==> src/hw/rtl/lphs_pkg.sv <==
// Shared types and constants for the linear probing hash set core.
package lphs_pkg;

    typedef enum logic [1:0] {
        REQ_INSERT = 2'd0,
        REQ_DELETE = 2'd1,
        REQ_QUERY  = 2'd2
    } req_t;

    localparam logic [1:0] REQ_UNKNOWN = 2'd3;

    typedef enum logic [1:0] {
        TAG_EMPTY = 2'd0,
        TAG_LIVE  = 2'd1,
        TAG_DEAD  = 2'd2
    } tag_t;

    localparam int unsigned KEY_PORT_W = 16;
    localparam int unsigned SLOT_PORT_W = 6;

    // x / 10 == (x * DIV10_RECIP) >> DIV10_SHIFT for every x below 2**32
    localparam logic [31:0] DIV10_RECIP = 32'hCCCC_CCCD;
    localparam int unsigned DIV10_SHIFT = 35;

endpackage

==> src/hw/rtl/lphs_ram.sv <==
// Generic single write port, single read port RAM with registered read data.
module lphs_ram #(
    parameter int unsigned WIDTH = 18,
    parameter int unsigned DEPTH = 23
) (
    input  logic                     clk,
    input  logic                     wr_en,
    input  logic [$clog2(DEPTH)-1:0] wr_addr,
    input  logic [WIDTH-1:0]         wr_data,
    input  logic                     rd_en,
    input  logic [$clog2(DEPTH)-1:0] rd_addr,
    output logic [WIDTH-1:0]         rd_data
);

    logic [WIDTH-1:0] mem [DEPTH];

    always_ff @(posedge clk)
    begin
        if (wr_en)
        begin
            mem[wr_addr] <= wr_data;
        end
        if (rd_en)
        begin
            rd_data <= mem[rd_addr];
        end
    end

endmodule

==> src/hw/rtl/linear_probe_hash_set_core.sv <==
// Top level of the linear probing hash set: hashing, probe sequencer and slot memory.
//
//  channel   | handshake             | payload
//  ----------+-----------------------+--------------------------------------
//  request   | start / busy          | req_type[1:0], key[15:0]
//  result    | done (one-cycle beat) | found, changed, table_full, slot[5:0]
//
// A request runs the digit sum (one multiply by the reciprocal of ten and one
// subtract per digit), then the modulo by repeated subtraction of TABLE_SIZE,
// which also issues the first read, and then probes the slot memory one slot
// at a time, up to TABLE_SIZE probes.
// A reserved key or unknown request type gives its done beat in the cycle after it is accepted.
// Reset clears the per-slot valid flags at once, so no clearing pass is run.
// The result beat is not held; busy falls in the same cycle as done rises.
module linear_probe_hash_set_core
    import lphs_pkg::*;
#(
    parameter int unsigned TABLE_SIZE  = 23,
    parameter int unsigned KEY_WIDTH   = 16,
    parameter int unsigned HASH_DIGITS = 4
) (
    input  logic                   clk,
    input  logic                   rst_n,
    input  logic                   start,
    output logic                   busy,
    input  logic [1:0]             req_type,
    input  logic [KEY_PORT_W-1:0]  key,
    output logic                   done,
    output logic                   found,
    output logic                   changed,
    output logic                   table_full,
    output logic [SLOT_PORT_W-1:0] slot
);

    localparam int unsigned SLOT_W = $clog2(TABLE_SIZE);
    localparam int unsigned DIG_W  = (HASH_DIGITS > 1) ? $clog2(HASH_DIGITS) : 1;
    localparam int unsigned SUM_W  = $clog2(9 * HASH_DIGITS + 1);
    localparam int unsigned CMP_W  = SLOT_PORT_W + 2;
    localparam int unsigned PROD_W = KEY_WIDTH + 32;
    localparam int unsigned DATA_W = KEY_WIDTH + 2;

    typedef enum logic [2:0] {
        ST_IDLE,
        ST_MUL,
        ST_ACC,
        ST_MOD,
        ST_PROBE
    } state_t;

    state_t                 state_reg;
    req_t                   req_reg;
    logic [KEY_WIDTH-1:0]   key_reg;
    logic [KEY_WIDTH-1:0]   cur_reg;
    logic [KEY_WIDTH-1:0]   quo_reg;
    logic [DIG_W-1:0]       dig_reg;
    logic [SUM_W-1:0]       sum_reg;
    logic [SLOT_W-1:0]      pos_reg;
    logic [SLOT_W-1:0]      cnt_reg;
    logic [TABLE_SIZE-1:0]  valid_reg;
    logic                   rd_valid_reg;
    logic                   done_reg;
    logic                   found_reg;
    logic                   changed_reg;
    logic                   full_reg;
    logic [SLOT_PORT_W-1:0] slot_reg;

    logic [KEY_WIDTH-1:0]   key_in;
    logic [PROD_W-1:0]      prod;
    logic [KEY_WIDTH-1:0]   quo_next;
    logic [3:0]             digit;
    logic                   sum_ge;
    logic [SLOT_W-1:0]      pos_inc;
    logic                   last_probe;
    tag_t                   rd_tag;
    logic                   key_hit;
    logic                   probe_store;
    logic                   probe_hit;
    logic                   probe_miss;
    logic                   probe_done;

    logic                   ram_wr_en;
    logic [DATA_W-1:0]      ram_wr_data;
    logic                   ram_rd_en;
    logic [SLOT_W-1:0]      ram_rd_addr;
    logic [DATA_W-1:0]      ram_rd_data;

    assign key_in   = KEY_WIDTH'(key);
    assign prod     = PROD_W'(cur_reg) * PROD_W'(DIV10_RECIP);
    assign quo_next = KEY_WIDTH'(prod >> DIV10_SHIFT);
    assign digit    = 4'(cur_reg - (quo_reg << 3) - (quo_reg << 1));
    assign sum_ge   = CMP_W'(sum_reg) >= CMP_W'(TABLE_SIZE);

    assign pos_inc    = (pos_reg == SLOT_W'(TABLE_SIZE - 1)) ? '0 : pos_reg + 1'b1;
    assign last_probe = cnt_reg == SLOT_W'(TABLE_SIZE - 1);
    assign rd_tag     = rd_valid_reg ? tag_t'(ram_rd_data[DATA_W-1:KEY_WIDTH]) : TAG_EMPTY;
    assign key_hit    = ram_rd_data[KEY_WIDTH-1:0] == key_reg;

    assign probe_store = (req_reg == REQ_INSERT) && (rd_tag != TAG_LIVE);
    assign probe_hit   = (rd_tag == TAG_LIVE) && key_hit;
    assign probe_miss  = (req_reg != REQ_INSERT) && (rd_tag == TAG_EMPTY);
    assign probe_done  = probe_store || probe_hit || probe_miss;

    always_comb
    begin
        ram_rd_en   = 1'b0;
        ram_rd_addr = pos_inc;
        ram_wr_en   = 1'b0;
        ram_wr_data = {probe_store ? TAG_LIVE : TAG_DEAD, key_reg};
        case (state_reg)
            ST_MOD:
            begin
                ram_rd_en   = !sum_ge;
                ram_rd_addr = SLOT_W'(sum_reg);
            end
            ST_PROBE:
            begin
                ram_rd_en = !probe_done && !last_probe;
                ram_wr_en = probe_store || (probe_hit && (req_reg == REQ_DELETE));
            end
            default:
            begin
                ram_rd_en = 1'b0;
            end
        endcase
    end

    lphs_ram #(
        .WIDTH (DATA_W),
        .DEPTH (TABLE_SIZE)
    ) u_slot_ram (
        .clk     (clk),
        .wr_en   (ram_wr_en),
        .wr_addr (pos_reg),
        .wr_data (ram_wr_data),
        .rd_en   (ram_rd_en),
        .rd_addr (ram_rd_addr),
        .rd_data (ram_rd_data)
    );

    always_ff @(posedge clk or negedge rst_n)
    begin
        if (!rst_n)
        begin
            state_reg    <= ST_IDLE;
            req_reg      <= REQ_INSERT;
            key_reg      <= '0;
            cur_reg      <= '0;
            quo_reg      <= '0;
            dig_reg      <= '0;
            sum_reg      <= '0;
            pos_reg      <= '0;
            cnt_reg      <= '0;
            valid_reg    <= '0;
            rd_valid_reg <= 1'b0;
            done_reg     <= 1'b0;
            found_reg    <= 1'b0;
            changed_reg  <= 1'b0;
            full_reg     <= 1'b0;
            slot_reg     <= '0;
        end
        else
        begin
            done_reg <= 1'b0;
            if (ram_rd_en)
            begin
                rd_valid_reg <= valid_reg[ram_rd_addr];
            end
            if (ram_wr_en)
            begin
                valid_reg[pos_reg] <= 1'b1;
            end
            case (state_reg)
                ST_IDLE:
                begin
                    if (start)
                    begin
                        key_reg <= key_in;
                        cur_reg <= key_in;
                        dig_reg <= '0;
                        sum_reg <= '0;
                        if ((key_in == '0) || (req_type == REQ_UNKNOWN))
                        begin
                            // drop: reserved key or unknown request
                            done_reg    <= 1'b1;
                            found_reg   <= 1'b0;
                            changed_reg <= 1'b0;
                            full_reg    <= 1'b0;
                            slot_reg    <= '0;
                        end
                        else
                        begin
                            req_reg   <= req_t'(req_type);
                            state_reg <= ST_MUL;
                        end
                    end
                end
                ST_MUL:
                begin
                    quo_reg   <= quo_next;
                    state_reg <= ST_ACC;
                end
                ST_ACC:
                begin
                    sum_reg <= sum_reg + SUM_W'(digit);
                    cur_reg <= quo_reg;
                    dig_reg <= dig_reg + 1'b1;
                    if (dig_reg == DIG_W'(HASH_DIGITS - 1))
                    begin
                        state_reg <= ST_MOD;
                    end
                    else
                    begin
                        state_reg <= ST_MUL;
                    end
                end
                ST_MOD:
                begin
                    if (sum_ge)
                    begin
                        sum_reg <= sum_reg - SUM_W'(TABLE_SIZE);
                    end
                    else
                    begin
                        pos_reg   <= SLOT_W'(sum_reg);
                        cnt_reg   <= '0;
                        state_reg <= ST_PROBE;
                    end
                end
                ST_PROBE:
                begin
                    if (probe_done)
                    begin
                        done_reg    <= 1'b1;
                        found_reg   <= probe_hit;
                        changed_reg <= probe_store || (probe_hit && (req_reg == REQ_DELETE));
                        full_reg    <= 1'b0;
                        slot_reg    <= probe_miss ? '0 : SLOT_PORT_W'(pos_reg);
                        state_reg   <= ST_IDLE;
                    end
                    else if (last_probe)
                    begin
                        done_reg    <= 1'b1;
                        found_reg   <= 1'b0;
                        changed_reg <= 1'b0;
                        full_reg    <= req_reg == REQ_INSERT;
                        slot_reg    <= '0;
                        state_reg   <= ST_IDLE;
                    end
                    else
                    begin
                        // advance to the next slot, read already issued
                        pos_reg <= pos_inc;
                        cnt_reg <= cnt_reg + 1'b1;
                    end
                end
                default:
                begin
                    state_reg <= ST_IDLE;
                end
            endcase
        end
    end

    assign busy       = state_reg != ST_IDLE;
    assign done       = done_reg;
    assign found      = found_reg;
    assign changed    = changed_reg;
    assign table_full = full_reg;
    assign slot       = slot_reg;

endmodule

==> config.mk <==
export PLATFORM = sky130hd
export DESIGN_NAME = linear_probe_hash_set_core
export DESIGN_NICKNAME = d
export VERILOG_FILES = /design/src/hw/rtl/lphs_pkg.sv /design/src/hw/rtl/lphs_ram.sv /design/src/hw/rtl/linear_probe_hash_set_core.sv
export SDC_FILE = /design/constraint.sdc
export NUM_CORES = 1
export LEC_CHECK = 0
export BUFFER_PORTS_ARGS = -buffer_cell sky130_fd_sc_hd__buf_2
export CORE_MARGIN = 1.5
export CORE_UTILIZATION = 69
export CTS_CLUSTER_DIAMETER = 50
export CTS_CLUSTER_SIZE = 16
export DETAILED_ROUTE_END_ITERATION = 12
export PLACE_DENSITY = 0.86
export SLEW_MARGIN = 20
export SYNTH_ARGS = -nofsm -noshare
export SYNTH_HDL_FRONTEND = slang
export SYNTH_HIERARCHICAL = 1
export SYNTH_SLANG_ARGS = --single-unit
export TNS_END_PERCENT = 1
==> constraint.sdc <==
create_clock -name clk -period 12 [get_ports clk]
set_input_delay 0.6 -clock clk [delete_from_list [all_inputs] [get_ports clk]]
set_output_delay 0.6 -clock clk [all_outputs]
set_load 0.01 [all_outputs]
Yosys cells after proc, flatten, opt, wreduce, memory -nomap -nowiden
Memory sizes are Yosys's and may differ from the RTL's. A register that Yosys moved wholly into a read port is not among the register bits.
Cells that the tools add are included.
W data, S select, Z words.
- RAM bits: 414
- memories: 1
- ROM bits: 0
- bits in registers: 102
- input bits: 21
- word-level logic and storage cells: 136
- bits in latches: 0
- equality and inequality tests: 20
- multipliers: 1
- divide/modulo/power cells: 0
- add/subtract/negate cells: 7
- shift-type cells: 0
- reduce and logical (&&, ||, !) cells: 30
- order comparisons: 4
- bitwise logic cells: 2
- mux-type cells: 55
- memory list (memory ; depth ; width ; rd ports ; clocked after Yosys merged registers in ; wr ports ; line ; text):
    u_slot_ram.mem ; 23 ; 18 ; 1 ; 1 ; 1 ; lphs_ram.sv:15 ; logic [WIDTH-1:0] mem [DEPTH];
- operator list (operator ; number):
    $mul A16 B32 Y48 const B ; 1
    $mux W5 ; 9
    $mux W6 ; 6
    $pmux W16 S2 ; 1
    $or A23 B23 Y23 ; 1
    $pmux W5 S2 ; 2
    $pmux W6 S3 ; 1
    $eq A16 B16 Y1 ; 1
    $logic_not A16 Y1 ; 1
    $mux W1 ; 16
    $mux W16 ; 1
    $mux W3 ; 5
    $pmux W3 S5 ; 1
    $ne A2 B2 Y1 const B ; 7
    $lt A5 B6 Y1 const B ; 2
    $pmux W6 S2 ; 1
    $reduce_and A4 Y1 ; 3
    $add A5 B1 Y5 const B ; 2
    $eq A5 B5 Y1 const B ; 2
    $pmux W1 S2 ; 5
    $mux W2 ; 4
    $reduce_bool A2 Y1 ; 4
    $sub A4 B4 Y4 ; 2
    $add A6 B4 Y6 ; 1
    23 further kinds ; 40

Longest topological paths before layout
- depth after elaboration: 8
- gate-level depth with buffers: 21
- gate-level depth less buffers: 21

Modules after synthesis
The synthesis kept the hierarchy.
- modules (own cells, without submodules) (module ; area an instance (sq um) ; cells an instance ; instances):
    lphs_ram ; 16529.6 ; 747 ; 1
    linear_probe_hash_set_core ; 9940.8 ; 1044 ; 1

Least setup slack after synthesis
OpenSTA, ideal clock, no wires.
- kind: register to register
- from: register cur_reg[14]
- to: register quo_reg[12]
- arrival time: 5.395 ns
- stages on the path, launching flop included: 20
- path buffers: 0
- data required time: 11.918 ns
- slack: 6.523 ns
- cells stage by stage: dfrtp_1 inv_1 ha_1 fa_1 fa_1 inv_1 fa_1 inv_1 fa_1 fa_1 inv_1 ha_1 a21o_1 a21o_1 a2111oi_4 nor3_2 o2111ai_2 a21oi_2 or4_1 a31oi_1
- cells in the longest elaborated chain, start to end: 1
- RTL lines (item ; line ; text):
    start, declared ; linear_probe_hash_set_core.sv:53 ; logic [KEY_WIDTH-1:0] cur_reg;
    start signal, assigned ; linear_probe_hash_set_core.sv:178 ; cur_reg <= key_in;
    start signal, assigned ; linear_probe_hash_set_core.sv:205 ; cur_reg <= quo_reg;
    $mul A16 B32 Y48 ; linear_probe_hash_set_core.sv:88 ; assign prod = PROD_W'(cur_reg) * PROD_W'(DIV10_RECIP);
    end signal, assigned ; linear_probe_hash_set_core.sv:199 ; quo_reg <= quo_next;
    end, declared ; linear_probe_hash_set_core.sv:54 ; logic [KEY_WIDTH-1:0] quo_reg;
Every way passes these cells.
A chain may end at the register's enable or synchronous reset.

Final worst setup path
- from: register cur_reg[5]
- to: register quo_reg[10]
Same word-level chain as after synthesis.

==> results.cfg <==
[status]
status = completed

[clock_network]
cts_max_path_buffers = 3
clock_latency_ps = 580
cts_made_buffers = 44
h-tree-depth = 2
cts_tree = built
cts_resized = 0
clock-sinks = 533
cts_setup_buffers = 0
cts_root_buffer = clkbuf_16
clk_pin_slew_worst_paths_ps = 70

[worst_setup_path]
r2r_start = cur_reg[5]
path_class = reg -> reg
critPathMaxFanout = 7
startpoint = cur_reg[5]
cp-end-kind = flip-flop
crit_end = quo_reg[10]
crit_required_ps = 12460
rrSetupSlack_ps = 5880
rr_worst_depth = 18
critPathArrivalTime_ps = 6590
start_kind = flip-flop
r2r_end = quo_reg[10]

[yosys]
synth_top_area_cell = edfxtp_1
syn_area_per_cell_um2 = 14.8
synthFlopType = edfxtp_1
ys_top_cells_by_area = edfxtp_1 (49%), dfrtp_1 (9.5%), mux4_2 (7.3%)
synthCells = 1791
netlist_area_um2 = 26500
seq_area_frac_synth_pct = 58.6
yosysWarnings = 6
synth_fp_nets = 2041
ys_ff_latch = 533
synth_edf_count = 432
ys_async_sr_fraction_pct = 18.9
synth_cell_types = 81
yosysTopAreaCellShare_pct = 49.0

[floorplan]
coreArea_um2 = 37800
die-width_um = 199
fp-row-count = 71
start_util_pct = 70.1
io_pins = 32
die-area_um2 = 39500
die-height_um = 199

[timing]
fmax_mhz = 163
fin_crit_sh_pct = 51.0
fin_hold_ws_ps = 260
min_period_ps = 6120
fin_tns_setup_ps = 0
hold_violations = 0
finalClockSkew_ps = 19.0
setup_violations = 0
tightest_slew_ps = 1150
grt_setup_unrepaired = false
slew_headroom_pct = 22.6
drv_slew = 0

[run]
cap_violations = 0

[route]
drt_pass1_iterations = 6
vias_per_cell = 6.68
drc = 0
drtIter0Drc = 1545
routed_wl_um = 62900
ant_nets = 0
vias = 15800
routedWlPerCell_um = 26.6

[grt]
grt_pass1_vias = 16200
grt_pass1_wl_um = 94400
grt_use_total_pct = 32.9
globalRoute.totalOverflow = 0
antenna_found_initial = 0
grt_max_degree = 103

[min_path]
hold_class = in -> reg

[layout]
fin_util_pct = 75.6
instances_no_fill = 2368
final_common_cell = edfxtp_1
drive_gt1_share_pct = 14.7
nNetsFinal = 2086
layout_common_cells = edfxtp_1 (432), inv_1 (179), nand2_1 (149)
largest_reg_flops = 414
syn2layout_area_growth_pct = 7.86

[place]
placedCellCount = 2300
place.gp.congestion = 0.911
port_buffers = 30
dp_hpwl_um = 39800
## metal layers
metal	part of all wire [%]	vias up	GRT usage, %
li1	-	6700	-
met2	49	903	54.6
met1	37	8007	43.0
met4	4.5	0	13.5
met3	9.3	205	6.60
met5	0	-	0
## cell families after synthesis
family | share of synthesized area [%]
simple gates | 6.08
compound gates | 6.64
xor+xnor | 1.06
mux | 10.5
fa+ha+maj | 13.2
buf+inv | 4.01
other cells | 0.0142
flops | 58.6
## worst min path at each step
stage,from,to,slack [ps],depth (start not counted)
after floorplan,rst_n,changed,300,0
after global placement,valid_reg[5],valid_reg[5],440,1
after detailed placement,valid_reg[5],valid_reg[5],450,1
after CTS,key[14],key_reg[14],240,3
after global routing,req_type[0],req_reg[0],260,2
final,key[14],key_reg[14],260,3
## cells in the mapped netlist, drive strengths merged (25+ instances only)
master / n
dfrtp: 101
nor2: 65
fa: 83
buf: 40
a21oi: 36
ha: 146
mux2i: 66
mux4: 90
inv: 181
edfxtp: 432
o21ai: 54
a21o: 25
nand2: 150
## cell type report
class | count | area [um^2]
Antenna cell | 1 | 2.50
Clock buffer | 50 | 1130
Clock inverter | 16 | 169
Fill cell | 2153 | 9200
Inverter | 182 | 686
Multi-Input combinational cell | 1012 | 10000
Sequential cell | 533 | 15500
Tap cell | 511 | 639
Timing Repair Buffer | 63 | 415
## what timing repair did
action	4_1_cts	5_1_grt
hold buffers	1	0
endpoints found under the setup margin	0	0
endpoints found under the hold margin	36	0
## through the flow
| stage | instance area [um^2] | setup WS (ps) |
|---|---|---|
| 2_1_floorplan | 26500 | 6520 |
| 3_3_place_gp | 27200 | 6110 |
| 3_5_place_dp | 27200 | 5920 |
| 4_1_cts | 28500 | 5880 |
| 5_1_grt | 28500 | 5500 |
| 6_report | 28600 | 5880 |
## worst max-delay path, cell delays in order, from the launching register on
cell       delay [ps]
dfrtp_1           440
inv_1              60
ha_1              340
fa_1              590
inv_1              90
fa_1              500
fa_1              500
inv_1              60
fa_1              610
inv_1              80
fa_1              470
ha_1              390
nand4_1           230
nor4_1            440
a31o_2            280
o2111ai_2         160
a21boi_0          400
nor3_1            110
o31ai_1           250
Power is not shown: default switching activity piles up to over one toggle a cycle in this logic, so the estimate is an artifact.
